File: src/hw/rtl/safd_pkg.sv
package safd_pkg;

  // field and datapath widths
  localparam int PosW      = 32;
  localparam int DiffW     = 33;
  localparam int RestInW   = 16;
  localparam int WeightW   = 16;
  localparam int CfgW      = 32;
  localparam int RestShift = 8;
  localparam int RestW     = RestInW + CfgW - RestShift;
  localparam int SqW       = 2 * DiffW;
  localparam int RadW      = 68;
  localparam int RootW     = RadW / 2;
  localparam int RootRemW  = RootW + 2;
  localparam int KW        = RestW;
  localparam int P1W       = KW + WeightW + 1;
  localparam int SplitW    = 17;
  localparam int PpW       = P1W + SplitW;
  localparam int NumW      = P1W + DiffW;
  localparam int DenW      = RootW + 8;
  localparam int QW        = 33;
  localparam int EsqInW    = 28;
  localparam int EsqW      = 2 * EsqInW;
  localparam int EW        = EsqW + WeightW;
  localparam int EShift    = 24;

  localparam int QueueDepthDef = 2;

  // saturation limits
  localparam logic [PosW-1:0] ForceMax  = 32'h7FFF_FFFF;
  localparam logic [PosW-1:0] ForceMin  = 32'h8000_0000;
  localparam logic [CfgW-1:0] EnergyMax = 32'hFFFF_FFFF;

  // register reset values
  localparam logic [WeightW-1:0] WeightRst    = 16'd256;
  localparam logic [CfgW-1:0]    SpringLenRst = 32'd65536;
  localparam logic [CfgW-1:0]    MinDistRst   = 32'd256;

  typedef enum logic [1:0] {
    CFG_WEIGHT     = 2'd0,
    CFG_SPRING_LEN = 2'd1,
    CFG_MIN_DIST   = 2'd2
  } cfg_idx_t;

  typedef struct packed {
    logic [WeightW-1:0] weight;
    logic [CfgW-1:0]    rest_scale;
    logic [CfgW-1:0]    min_distance;
  } cfg_t;

  // one classified spring item
  typedef struct packed {
    logic [DiffW-1:0] mag_x;
    logic             neg_x;
    logic [DiffW-1:0] mag_y;
    logic             neg_y;
    logic [RestW-1:0] rest;
  } spring_t;

endpackage

File: src/hw/rtl/safd_front.sv
module safd_front import safd_pkg::*; (
  input  logic                   clk,
  input  logic                   rst_n,
  input  logic                   start,
  output logic                   busy,
  input  logic signed [PosW-1:0] in_first_x,
  input  logic signed [PosW-1:0] in_first_y,
  input  logic signed [PosW-1:0] in_second_x,
  input  logic signed [PosW-1:0] in_second_y,
  input  logic [RestInW-1:0]     in_rest_distance,
  input  cfg_t                   cfg,
  input  logic                   q_ready,
  output logic                   push,
  output spring_t                push_item
);

  logic                      accept;
  logic [DiffW-1:0]          dx, dy;
  logic [RestInW+CfgW-1:0]   rest_prod;
  spring_t                   item_nxt, item_r;
  logic                      vld_r, vld_nxt;

  // differences, magnitudes and scaled rest distance
  assign dx = {in_second_x[PosW-1], in_second_x} - {in_first_x[PosW-1], in_first_x};
  assign dy = {in_second_y[PosW-1], in_second_y} - {in_first_y[PosW-1], in_first_y};
  assign rest_prod = (RestInW+CfgW)'(in_rest_distance) * (RestInW+CfgW)'(cfg.rest_scale);

  always_comb begin
    item_nxt.neg_x = dx[DiffW-1];
    item_nxt.mag_x = dx[DiffW-1] ? (~dx + 1'b1) : dx;
    item_nxt.neg_y = dy[DiffW-1];
    item_nxt.mag_y = dy[DiffW-1] ? (~dy + 1'b1) : dy;
    item_nxt.rest  = rest_prod[RestInW+CfgW-1:RestShift];
  end

  // handshake
  assign busy   = vld_r && !q_ready;
  assign accept = start && !busy;
  assign push   = vld_r && q_ready;
  assign push_item = item_r;

  always_comb begin
    if (accept) begin
      vld_nxt = 1'b1;
    end else if (push) begin
      vld_nxt = 1'b0;
    end else begin
      vld_nxt = vld_r;
    end
  end

  always_ff @(posedge clk) begin
    if (!rst_n) begin
      vld_r <= 1'b0;
    end else begin
      vld_r <= vld_nxt;
    end
  end

  always_ff @(posedge clk) begin
    if (accept) begin
      item_r <= item_nxt;
    end
  end

endmodule

File: config.mk
export PLATFORM = sky130hd
export DESIGN_NAME = safd_front
export DESIGN_NICKNAME = d
export VERILOG_FILES = /design/src/hw/rtl/safd_pkg.sv /design/src/hw/rtl/safd_front.sv
export SDC_FILE = /design/constraint.sdc
export NUM_CORES = 1
export LEC_CHECK = 0
export ABC_AREA = 1
export BUFFER_PORTS_ARGS = -buffer_cell sky130_fd_sc_hd__buf_2
export CAP_MARGIN = 20
export CORE_MARGIN = 3
export CORE_UTILIZATION = 45
export CTS_CLUSTER_SIZE = 24
export DETAILED_ROUTE_END_ITERATION = 8
export PLACE_DENSITY = 0.71
export RECOVER_POWER = 25
export SYNTH_ARGS = -nofsm -noshare
export SYNTH_HDL_FRONTEND = slang
export SYNTH_SLANG_ARGS = --single-unit
File: constraint.sdc
create_clock -name clk -period 6.7 [get_ports clk]
set_clock_uncertainty 0.05 [all_clocks]
set_input_delay 1.34 -clock clk [delete_from_list [all_inputs] [get_ports clk]]
set_output_delay 1.34 -clock clk [all_outputs]
set_load 0.1 [all_outputs]
==> flow_results.org <==
** Outcome
- Status :: finished, violations left
- Violations in the final reports :: max-capacitance violations, max-slew violations

** Clocking
- TritonCTS built the clock tree.
- Counting the buffers created by CTS gives 9.
- Counting every sink on the clock net gives 109.
- Maximum number of buffers from clock root to sink :: 2
- Clock latency on the worst-skew pair, taken at its later pin, is 0.37 ns.
- The H-tree was split into 3 levels.
- The root buffer cell chosen for the clock tree is sky130_fd_sc_hd__clkbuf_16.
- Worst-path clk slew :: 0.08 ns

** Global routing
- First-pass GRT wire length :: 123 mm
- The initial antenna violation count is 0.
- Pin count of the biggest net entering global routing :: 51
- For this run the aggregate overflow at the end of global routing stands at 0.
- The via count of the first global-routing pass came to 24737.
- Global routing consumed, over all layers together, 23.9% of the routing resources.

** Critical path
- Of all nets on the critical path, the largest fanout is 18.
- Walking the worst path, the cells encountered are buf_2, buf_12, buf_4, nand2_1, fa_1, inv_1, fa_1, fa_1, fa_1, fa_1, inv_1, fa_1, inv_1, ha_1, a21oi_1, o21ai_0, a21oi_1, nor2_1, a311oi_1, nand2_1, xor2_2.
- The worst setup path is of the in2reg kind.
- In this design, the critical path's most frequently occurring cell is sky130_fd_sc_hd__fa_1.
- Delay of the slowest cell on the worst path :: 0.57 ns
- Together, buffers and inverters on the worst path number 6.
- Crit path required time :: a little under 7 ns
- The slowest stage of the critical path belongs to the cell sky130_fd_sc_hd__fa_1.
- Measured in cells, the most critical reg-to-reg path has a length of 4.
- For flop-to-flop paths, the worst setup slack is around 3.2 ns.
- Sort of element at the end of the critical path :: flop
- The startpoint identified for the worst register-to-register timing path is vld_r.
- Tracing the worst setup path back leads to its startpoint at in_rest_distance[7].
- R2R Path End :: push_item[44]
- STA classifies the critical path startpoint as an input pin.
- Cell family contributing the most delay on the critical path :: adder cells
- CP arrival :: approximately 6.6 ns

** STA
- The number of max-slew violations in the final report came to 28.
- Transition time at the pin with the least slew margin :: 2.50 ns
- Highest clock frequency the design can meet :: 153 MHz
- Subtracting the final worst setup slack from the clock period gives 6.53 ns.
- Number of setup violations in the final report :: 0
- Count of endpoints failing hold in the final timing report :: 0
- In this run the tightest slew margin relative to its limit is -67.1%.
- Post-route clock period utilization :: 97.5%
- Setup repair after global routing could not meet its margin everywhere.

** Routing
- In the routed design, unresolved DRC markers number 0.
- For this block, the routed nets add up to 74.8 mm of wire.
- The routed layout has 24712 vias.
- Summed over all nets, wire length on met3 after detailed routing comes to 5.12 mm.
- Routed signal wires occupy layers up through met4.
- For this block, wires on met1 add up to around 31 mm.
- First DRT Iteration DRCs :: 1637
- Dividing the detail-routed wire length by the instance count gives 14.6 µm.
- Via density per instance :: 4.82
- Wire length on met2 :: 36.2 mm
- First-pass DRT Iterations :: 6
- Post-detailed-route count of antenna-violating nets :: 0

** Job
- Max-cap violation count :: 1

** Placement
- Counting tap cells, the placed design contains a total of 5106 instances.
- The placed instances occupy a cell area of 31300 µm².
- Placed wire-length estimate :: 65.3 mm
- The congestion estimate from routability-driven global placement came to 0.940.
- In this run the tool buffered the top-level ports with about 290 buffer cells.

** Final layout
- Measured on the finished design, the core utilization comes to 53.3%.
- Number of diodes :: 0
- Compared with the post-synthesis result, the final layout area differs by 15.8%.
- Layout net count :: 5175
- Of the cells placed in the final design, the portion with a size suffix greater than 1 is 14.3%.
- Most frequent cells in the layout :: sky130_fd_sc_hd__nand2_1, sky130_fd_sc_hd__inv_1, sky130_fd_sc_hd__fa_1, sky130_fd_sc_hd__buf_4
- For this run, the number of standard cells in the final layout without fillers is 5123.
- Post-route cell area :: 31800 µm²
- Leading cell type in the layout, fill and taps excluded :: sky130_fd_sc_hd__nand2_1

** Logic synthesis
- Counting every net in the synthesized netlist gives 4754.
- Cells after Synth :: between 3000 and 4000
- Largest cells by area after synthesis :: sky130_fd_sc_hd__fa_1, sky130_fd_sc_hd__nand2_1, sky130_fd_sc_hd__inv_1
- Most common flop cell mapped by yosys :: sky130_fd_sc_hd__edfxtp_1
- The synthesized netlist contains 52 unique library cells.
- Share of flip-flops with an asynchronous set or reset :: 0%
- Synthesized flop and latch total :: 109
- Yosys printed 0 warnings.
- Average size of a mapped cell :: 7.00 µm²
- Portion of the post-synthesis area used by sequential elements :: 11.9%
- Area of the mapped netlist :: 27400 µm²
- Of the post-synthesis cell area, the dominant cell type holds 30.6%.
- Cell taking the most area after synthesis :: sky130_fd_sc_hd__fa_1
- Yosys mapped a number of flops with a built-in enable equal to about 110.

** Min path
- The worst hold path passes through 2 cells.
- The path class of the tightest hold or removal check is reg2reg.
- The worst hold path begins at vld_r.
- The worst hold path terminates at vld_r.

** Die
- Die area :: around 64000 µm²
- The total area inside the core boundary comes to 59700 µm².
- Num ports :: 338
- Vertical extent of the die :: 253 µm
- For this configuration, the core starts out at a cell density of 46.0%.
- Die Width :: 253 µm
- FP Rows :: 89
-- registers in the layout (all words and copies together), names as in the netlist --
name       count
vld_r          1
push_item    108
-- synthesized netlist by cell type, types with 7 or more instances --
library cell               number
sky130_fd_sc_hd__a21o_1        11
sky130_fd_sc_hd__a21oi_1       89
sky130_fd_sc_hd__a31oi_1        9
sky130_fd_sc_hd__clkbuf_1     110
sky130_fd_sc_hd__edfxtp_1     108
sky130_fd_sc_hd__fa_1         419
sky130_fd_sc_hd__ha_1         183
sky130_fd_sc_hd__inv_1       1067
sky130_fd_sc_hd__inv_2          7
sky130_fd_sc_hd__nand2_1     1281
sky130_fd_sc_hd__nand2_2       37
sky130_fd_sc_hd__nand3_1      112
sky130_fd_sc_hd__nand3_2        9
sky130_fd_sc_hd__nand3b_1      10
sky130_fd_sc_hd__nand4_1       30
sky130_fd_sc_hd__nor2_1       218
sky130_fd_sc_hd__nor2_2        17
sky130_fd_sc_hd__nor3_1        14
sky130_fd_sc_hd__o21ai_0       39
sky130_fd_sc_hd__xnor2_1       20
sky130_fd_sc_hd__xor2_1        64
-- stage by stage --
stage / hold WS, ns / TNS [ns] / setup slack, ns
finish: 0.449 / 0 / 0.171
CTS: 0.451 / 0 / 0.0501
floorplan: 0.420 / 0 / 0.00247
global route: 0.491 / -0.0480 / -0.0436
global placement: 0.435 / -8.31 / -0.417
detailed placement: 0.441 / -8.65 / -0.461
-- worst max path at each step --
| stage | slack, ns | cells past startpoint | end |
|---|---|---|---|
| floorplan | 0.002 | 25 | push_item[32] |
| global placement | -0.42 | 23 | push_item[39] |
| detailed placement | -0.46 | 23 | push_item[32] |
| CTS | 0.05 | 24 | push_item[32] |
| global route | -0.04 | 26 | push_item[32] |
| finish | 0.17 | 21 | push_item[37] |
-- logic make-up after synthesis --
kind of cell / synth area share, %
AOI/OAI and AO/OA: 3.90
xor gates and xnor gates: 2.80
adders and majority gates: 38.9
buffers and inverters: 16.5
DFF: 11.9
and+or+nand+nor: 26.0
-- area by class of cell --
| class | instances | area, µm² |
|---|---|---|
| fillers | 5851 | 27900 |
| multi-input cells | 2622 | 19900 |
| inverters | 1078 | 4050 |
| repair buffers | 525 | 3360 |
| flip-flops and latches | 109 | 3260 |
| well taps | 773 | 967 |
| clock buffers | 10 | 229 |
| clock inverters | 6 | 52.6 |
-- routing by layer --
metal  vias up  track usage [%]
li1      12188                -
met1     11680             30.8
met2       730             41.5
met3       114             3.86
met4         0             6.97
met5         -                0
-- tightest hold or removal path: stages (launching register included) --
cell                       delay (ns)
sky130_fd_sc_hd__dfxtp_1         0.31
sky130_fd_sc_hd__nand2_1         0.07
sky130_fd_sc_hd__a21boi_0        0.07
-- repair_timing --
action	in CTS	in global routing
pin swaps	0	9
hold buffers	0	0
setup endpoints to repair	5	23
setup buffers	0	1
resized for setup	6	88
Power is not shown: default switching activity piles up to over one toggle a cycle in this logic, so the estimate is an artifact.
