==> src/hw/rtl/safd_pkg.sv <==
package safd_pkg;

  // field and datapath widths
  localparam int PosW      = 32;
  localparam int DiffW     = 33;
  localparam int RestInW   = 16;
  localparam int WeightW   = 16;
  localparam int CfgW      = 32;
  localparam int RestShift = 8;
  localparam int RestW     = RestInW + CfgW - RestShift;
  localparam int SqW       = 2 * DiffW;
  localparam int RadW      = 68;
  localparam int RootW     = RadW / 2;
  localparam int RootRemW  = RootW + 2;
  localparam int KW        = RestW;
  localparam int P1W       = KW + WeightW + 1;
  localparam int SplitW    = 17;
  localparam int PpW       = P1W + SplitW;
  localparam int NumW      = P1W + DiffW;
  localparam int DenW      = RootW + 8;
  localparam int QW        = 33;
  localparam int EsqInW    = 28;
  localparam int EsqW      = 2 * EsqInW;
  localparam int EW        = EsqW + WeightW;
  localparam int EShift    = 24;

  localparam int QueueDepthDef = 2;

  // saturation limits
  localparam logic [PosW-1:0] ForceMax  = 32'h7FFF_FFFF;
  localparam logic [PosW-1:0] ForceMin  = 32'h8000_0000;
  localparam logic [CfgW-1:0] EnergyMax = 32'hFFFF_FFFF;

  // register reset values
  localparam logic [WeightW-1:0] WeightRst    = 16'd256;
  localparam logic [CfgW-1:0]    SpringLenRst = 32'd65536;
  localparam logic [CfgW-1:0]    MinDistRst   = 32'd256;

  typedef enum logic [1:0] {
    CFG_WEIGHT     = 2'd0,
    CFG_SPRING_LEN = 2'd1,
    CFG_MIN_DIST   = 2'd2
  } cfg_idx_t;

  typedef struct packed {
    logic [WeightW-1:0] weight;
    logic [CfgW-1:0]    rest_scale;
    logic [CfgW-1:0]    min_distance;
  } cfg_t;

  // one classified spring item
  typedef struct packed {
    logic [DiffW-1:0] mag_x;
    logic             neg_x;
    logic [DiffW-1:0] mag_y;
    logic             neg_y;
    logic [RestW-1:0] rest;
  } spring_t;

endpackage

==> src/hw/rtl/safd_queue.sv <==
module safd_queue import safd_pkg::*; #(
  parameter int Depth = QueueDepthDef
) (
  input  logic    clk,
  input  logic    rst_n,
  input  logic    push,
  input  spring_t wr_item,
  output logic    ready,
  output logic    valid,
  output spring_t rd_item
);

  localparam int PtrW = (Depth > 1) ? $clog2(Depth) : 1;
  localparam int CntW = $clog2(Depth + 1);

  spring_t         mem_r [Depth];
  logic [PtrW-1:0] wr_ptr_r, rd_ptr_r;
  logic [CntW-1:0] count_r;
  logic            pop;

  // the back end takes an item in every cycle that one is there
  assign valid   = count_r != '0;
  assign ready   = count_r != CntW'(Depth);
  assign pop     = valid;
  assign rd_item = mem_r[rd_ptr_r];

  always_ff @(posedge clk) begin
    if (!rst_n) begin
      wr_ptr_r <= '0;
      rd_ptr_r <= '0;
      count_r  <= '0;
    end else begin
      if (push) begin
        wr_ptr_r <= (wr_ptr_r == PtrW'(Depth - 1)) ? '0 : wr_ptr_r + 1'b1;
      end
      if (pop) begin
        rd_ptr_r <= (rd_ptr_r == PtrW'(Depth - 1)) ? '0 : rd_ptr_r + 1'b1;
      end
      if (push && !pop) begin
        count_r <= count_r + 1'b1;
      end else if (pop && !push) begin
        count_r <= count_r - 1'b1;
      end
    end
  end

  always_ff @(posedge clk) begin
    if (push) begin
      mem_r[wr_ptr_r] <= wr_item;
    end
  end

endmodule

==> config.mk <==
export PLATFORM = sky130hd
export DESIGN_NAME = safd_queue
export DESIGN_NICKNAME = d
export VERILOG_FILES = /design/src/hw/rtl/safd_pkg.sv /design/src/hw/rtl/safd_queue.sv
export SDC_FILE = /design/constraint.sdc
export NUM_CORES = 1
export LEC_CHECK = 0
export BUFFER_PORTS_ARGS = -buffer_cell sky130_fd_sc_hd__buf_4
export CAP_MARGIN = 40
export CORE_MARGIN = 4
export CORE_UTILIZATION = 47
export CTS_CLUSTER_DIAMETER = 30
export DETAILED_ROUTE_END_ITERATION = 10
export GPL_TIMING_DRIVEN = 0
export MAX_ROUTING_LAYER = met4
export PLACE_DENSITY = 0.76
export SETUP_SLACK_MARGIN = 0.05
export SYNTH_ARGS = -nofsm -noshare
export SYNTH_HDL_FRONTEND = slang
export SYNTH_SLANG_ARGS = --single-unit
==> constraint.sdc <==
create_clock -name clk -period 6 [get_ports clk]
set_input_delay 1.2 -clock clk [delete_from_list [all_inputs] [get_ports clk]]
set_output_delay 1.2 -clock clk [all_outputs]
set_load 0.005 [all_outputs]
==> impl_metrics.yaml, run 1 <==
outcome:
  status: "finished clean"
clock_tree:
  worst_skew_pair.late_latency_ns: 0.49
  cts_tree: "yes"
  clock_path_buffers: 3
  cts_setup_buffers: 0
  clk_pin_slew_ns: 0.04
  hold_buffers: 0
  cts-root-buf: "clkbuf_16"
  clkSinkCount: 221
  htreeDepth: 2
  postCtsResizedCells: 0
  cts_buffers: 40
power:
  peakVddDrop_v: 0.0003724
  power.leakage_nw: 4.441
  power.density_nw_per_um2: 451.1
detailed_routing:
  vias_per_cell: 4.847
  first_iter_violations: 214
  detail-route-antenna-nets: 0
  wl_per_cell_um: 18.33
  routed_wl_um: 16040
  drc: 0
  firstDrtPassIters: 4
  vias: 4241
critical_path:
  required_ns: 4.80
  cpMaxStageDelayCell: "mux2_4"
  critical_path.cell_chain: "buf_6 > buf_6 > buf_6 > mux2_4 > buf_4"
  cp.arrival_ns: 1.79
  r2r-start: "wr_ptr_r$_SDFFE_PN0P_"
  critPathKind: "reg2out"
  crit_path_max_incr_delay_ns: 0.32
  cp_max_fo: 10
  start_kind: "flop"
  cpMostUsedCell: "buf_6"
  path_buf_inv: 4
  worst_path_dominant_cell_family: "buffers and inverters"
  crit_path_end_kind: "output port"
sta:
  tns_ns: 0
  slew_violations: 0
  finalHoldViolCount: 0
  fin_crit_sh_pct: 49.87
  worst_slew_pin_slew_ns: 0.7069
  skew_ns: 0.006093
  setup_slack_ns: 3.008
  rsz0062_at_grt: "false"
  setup_viol: 0
  period_needed_ns: 2.992
  slew_headroom_pct: 52.87
  max_freq_mhz: 334.2
placed_design:
  dp_slack_ns: 3.317
  dp_hpwl_um: 10580
  placed_cell_area_um2: 10140
  portBuffers: 220
  dp_cells: 803
  gp_congestion: 0.7309
synth:
  synth_area_leaders: "edfxtp_1 (80%), mux2_2 (12%), mux2_4 (3.7%)"
  netlist_area_um2: 8079
  yosysUniqueCellTypes: 18
  ys_ff_latch: 221
  synth_cells: 358
  synthesis.nets: 470
  async_flop_share_pct: 0
  syn_area_per_cell_um2: 22.57
  synth_seq_area_share_pct: 81.52
  synth.top_cell.area_share_pct: 80.28
  synth_commonest_cells: "edfxtp_1 (216), mux2_2 (88), mux2_4 (20), buf_2 (8), dfxtp_1 (5)"
  ys.flop_type: "edfxtp_1"
  yosysTopAreaCell: "edfxtp_1"
  yosysWarnings: 0
  synth_edf_count: 216
  synth.most_common_cell: "edfxtp_1"
global_routing:
  grt_pass1_vias: 4783
  grt_max_degree: 63
  antenna_found_initial: 0
  gr-total-overflow: 0
  grt.total_usage_pct: 16.75
  grt_pass1_wl_um: 24900
floorplanning:
  die_h_um: 139.1
  io_pins: 221
  die_area_um2: 19350
  core_area_um2: 16700
  die_w_um: 139.1
  row_count: 47
  initial_core_util_pct: 48.37
cells_and_area:
  multiInputGateArea_um2: 1414
  drive_gt1_share_pct: 62.44
  final_area_um2: 11540
  layout.nets: 737
  area.sequential_um2: 6586
  stdcell_count: 875
  fillers: 1116
  area_delta_synth_final_pct: 42.87
  num_antenna_cells: 0
hold_path:
  min_from: "count_r[1]$_SDFFE_PN0P_"
  worstHoldPathType: "reg2reg"
run:
  maxCapViolCount: 0
## report_power, final
group / switching [W] / internal, W / leakage (nW) / total (W)
sequential: 0.0000262 / 0.00180 / 2.07 / 0.00183
clock: 0.000705 / 0.00159 / 0.666 / 0.00230
combinational: 0.000434 / 0.000649 / 1.71 / 0.00108
## logic make-up (layout without fill, tap and decap cells)
family | Yosys count | in the layout | synth area share, %
muxes | 108 | 108 | 15.98
DFF | 221 | 221 | 81.52
adders and majority gates | 1 | 1 | 0.1548
xor gates and xnor gates | 3 | 3 | 0.3253
buffers and inverters | 13 | 310 | 1.100
AOI/OAI and AO/OA | 3 | 3 | 0.2478
and+or+nand+nor | 9 | 9 | 0.6659
## cells in the final DEF, fill, tap and decap left out, types with 2 or more instances in the layout
master      count
clkbuf_16      41
bufinv_16       8
clkinvlp_4      5
and2_1          3
buf_6           4
clkinv_4        3
edfxtp_1      216
mux2_4         20
buf_2           8
mux2_2         88
clkbuf_1        6
buf_12          2
inv_6           3
xnor2_1         2
buf_16          3
clkinv_2        2
buf_4         220
clkinv_1        4
dfxtp_1         5
## worst paths after layout
check | end | slack, ns | depth (start not counted)
setup / recovery | rd_item[79] | 3.01 | 5
hold / removal | count_r[1]$_SDFFE_PN0P_ | 0.52 | 2
setup reg to reg | mem_r[1][1]$_DFFE_PP_ | 4.24 | 2
hold reg to reg | count_r[1]$_SDFFE_PN0P_ | 0.52 | 2
## state kept, by name, summed over array words and instances (netlist names), named ones only
signal	cells
count_r	2
wr_ptr_r	1
rd_ptr_r	1
mem_r	216
## per-layer routing
layer / track usage, % / wire length [µm]
met1: 19.61 / 6307
met2: 27.23 / 8181
met3: 5.414 / 1209
met4: 6.282 / 337
met5: - / 0
## worst reg2reg max path, delay by kind of cell, from the launching register on
kind | cells | cell delay, ns
DFF | 1 | 0.38
and+or+nand+nor | 1 | 0.63
buffers and inverters | 1 | 0.36
## through the flow
stage / total power [W] / utilization, % / hold WS [ns]
after floorplan: 0.002426 / - / 0.4706
after global placement: 0.002921 / 59.93 / 0.4822
after detailed placement: 0.002951 / 60.71 / 0.5082
after CTS: 0.005273 / 69.11 / 0.5157
after global routing: 0.005425 / 69.11 / 0.5509
final: 0.005207 / 69.11 / 0.5203
## final cells by class
type                       count  share of cell area, %
tap                          220                  2.385
timing repair buffer         225                  15.37
buffer                        12                 0.7371
multi-input combinational    124                  12.25
clock inverter                25                  3.079
inverter                       1                0.03252
clock buffer                  47                  9.084
sequential                   221                  57.06
(Power assumes the default switching activity.)
==> run 2: changes to the inputs <==
--- a/config.mk
+++ b/config.mk
@@ -8,12 +8,12 @@
 export BUFFER_PORTS_ARGS = -buffer_cell sky130_fd_sc_hd__buf_4
 export CAP_MARGIN = 40
 export CORE_MARGIN = 4
-export CORE_UTILIZATION = 47
+export CORE_UTILIZATION = 50
 export CTS_CLUSTER_DIAMETER = 30
 export DETAILED_ROUTE_END_ITERATION = 10
 export GPL_TIMING_DRIVEN = 0
 export MAX_ROUTING_LAYER = met4
-export PLACE_DENSITY = 0.76
+export PLACE_DENSITY = 0.77
 export SETUP_SLACK_MARGIN = 0.05
 export SYNTH_ARGS = -nofsm -noshare
 export SYNTH_HDL_FRONTEND = slang
==> constraint.sdc (replaced) <==
create_clock -name clk -period 2.8 [get_ports clk]
set_input_delay 0.56 -clock clk [delete_from_list [all_inputs] [get_ports clk]]
set_output_delay 0.56 -clock clk [all_outputs]
set_load 0.005 [all_outputs]
==> impl_metrics.yaml, run 2 (synthesis results as in run 1) <==
outcome:
  status: "finished clean"
clock_tree:
  clkSinkCount: 221
  cts_buffers: 37
  worst_skew_pair.late_latency_ns: 0.49
  postCtsResizedCells: 0
  cts_setup_buffers: 0
  clock_path_buffers: 3
  htreeDepth: 2
  clk_pin_slew_ns: 0.05
  cts-root-buf: "clkbuf_16"
  cts_tree: "yes"
  hold_buffers: 0
power:
  peakVddDrop_v: 0.0006104
  pwr-share-comb_pct: 22.8
  power.density_nw_per_um2: 909.4
  power.total_w: 0.01021
  power.internal_w: 0.007774
  power.leakage_nw: 4.294
  pwr-share-seq_pct: 38.3
  switching_share_pct: 23.85
  pwr-share-clk_pct: 38.9
  power.switching_w: 0.002435
cells_and_area:
  area.sequential_um2: 6586
  drive_gt1_share_pct: 62.13
  layout_commonest_cell: "buf_4"
  final_cell_mix: "buf_4 (220), edfxtp_1 (216), mux2_2 (88)"
  regMostFlops: "mem_r"
  num_antenna_cells: 0
  multiInputGateArea_um2: 1414
  layout.nets: 733
  top_regs: "mem_r (216), count_r (2)"
  largest_reg_flops: 216
  area_delta_synth_final_pct: 38.95
  utilization_pct: 70.67
  final_area_um2: 11230
  fillers: 1017
sta:
  max_freq_mhz: 428.0
  finalHoldWorstSlack_ns: 0.2472
  slew_violations: 0
  finalHoldViolCount: 0
  period_needed_ns: 2.336
  fin_crit_sh_pct: 83.44
  slew_headroom_pct: 47.52
  skew_ns: 0.008248
  setup_viol: 0
  worst_slew_pin_slew_ns: 0.7872
  rsz0062_at_grt: "false"
  setup_slack_ns: 0.4637
global_routing:
  grt.total_usage_pct: 17.90
  gr-total-overflow: 0
  grt_max_degree: 56
  grt_pass1_vias: 4730
  antenna_found_initial: 0
  grt_pass1_wl_um: 24340
floorplanning:
  io_pins: 221
  die_area_um2: 18260
  core_area_um2: 15890
  initial_core_util_pct: 50.86
  die_h_um: 135.1
  die_w_um: 135.1
  row_count: 46
hold_path:
  worstHoldPathType: "in2reg"
critical_path:
  cp.arrival_ns: 1.78
  start_kind: "flop"
  cp_max_fo: 10
  crit_path_end_kind: "output port"
  critPathKind: "reg2out"
  required_ns: 2.24
detailed_routing:
  drc: 0
  wl_per_cell_um: 18.62
  firstDrtPassIters: 4
  first_iter_violations: 167
  vias: 4219
  vias_per_cell: 4.889
  routed_wl_um: 16070
  detail-route-antenna-nets: 0
placed_design:
  placed_cell_area_um2: 10100
  gp_congestion: 0.7193
  portBuffers: 220
  dp_slack_ns: 0.5994
  dp_hpwl_um: 10860
run:
  maxCapViolCount: 0
run 2: cell types whose count changed in the layout (fill, tap and decap cells not counted), moves of 2 or more:
cell	delta
clkinv_4	-3
buf_16	-2
clkbuf_16	-2
clkinvlp_4	+2
bufinv_16	-8
clkinv_2	+4
run 2: power by group through the flow:
stage	clock network, W	registers, W	logic, W
5_1_grt	0.00423	0.00392	0.00249
6_report	0.00397	0.00391	0.00232
2_1_floorplan	0	0.00396	0.00123
3_5_place_dp	0	0.00397	0.00235
3_3_place_gp	0	0.00397	0.00227
4_1_cts	0.00408	0.00391	0.00237
run 2: stage by stage:
| stage | setup TNS [ns] | instances |
|---|---|---|
| global route | 0 | 863 |
| global placement | -97.24 | 794 |
| CTS | 0 | 863 |
| floorplan | 0 | 358 |
| detailed placement | 0 | 798 |
| finish | 0 | 863 |
run 2: per-layer routing:
layer  wire [µm]  share of wire, %  track usage [%]
met4         443               2.8            6.775
met5           0                 0                -
met3        1187               7.4            6.185
met2        8255                51            30.03
met1        6186                38            19.81
run 2: worst max-delay path, stage by stage, from the launching register on:
cell and delay (ns):
dfxtp_1 0.31, buf_6 0.15, buf_6 0.17, buf_6 0.20
mux2_4 0.31, buf_4 0.14
run 2: worst paths after layout:
check	start	endpoint	slack, ns	cells past startpoint
max reg2reg	wr_ptr_r$_SDFFE_PN0P_	mem_r[0][39]$_DFFE_PP_	0.99	3
max	flop	rd_item[84]	0.46	5
min reg2reg	count_r[1]$_SDFFE_PN0P_	count_r[1]$_SDFFE_PN0P_	0.54	2
min	wr_item[103]	mem_r[1][103]$_DFFE_PP_	0.25	1
run 2: layout make-up:
class | instances | share of cell area, %
plain buffers | 12 | 0.7579
well taps | 216 | 2.407
flip-flops and latches | 221 | 58.67
inverters | 1 | 0.03344
clock buffers | 44 | 8.861
clock inverters | 21 | 1.181
repair buffers | 224 | 15.49
multi-input cells | 124 | 12.59
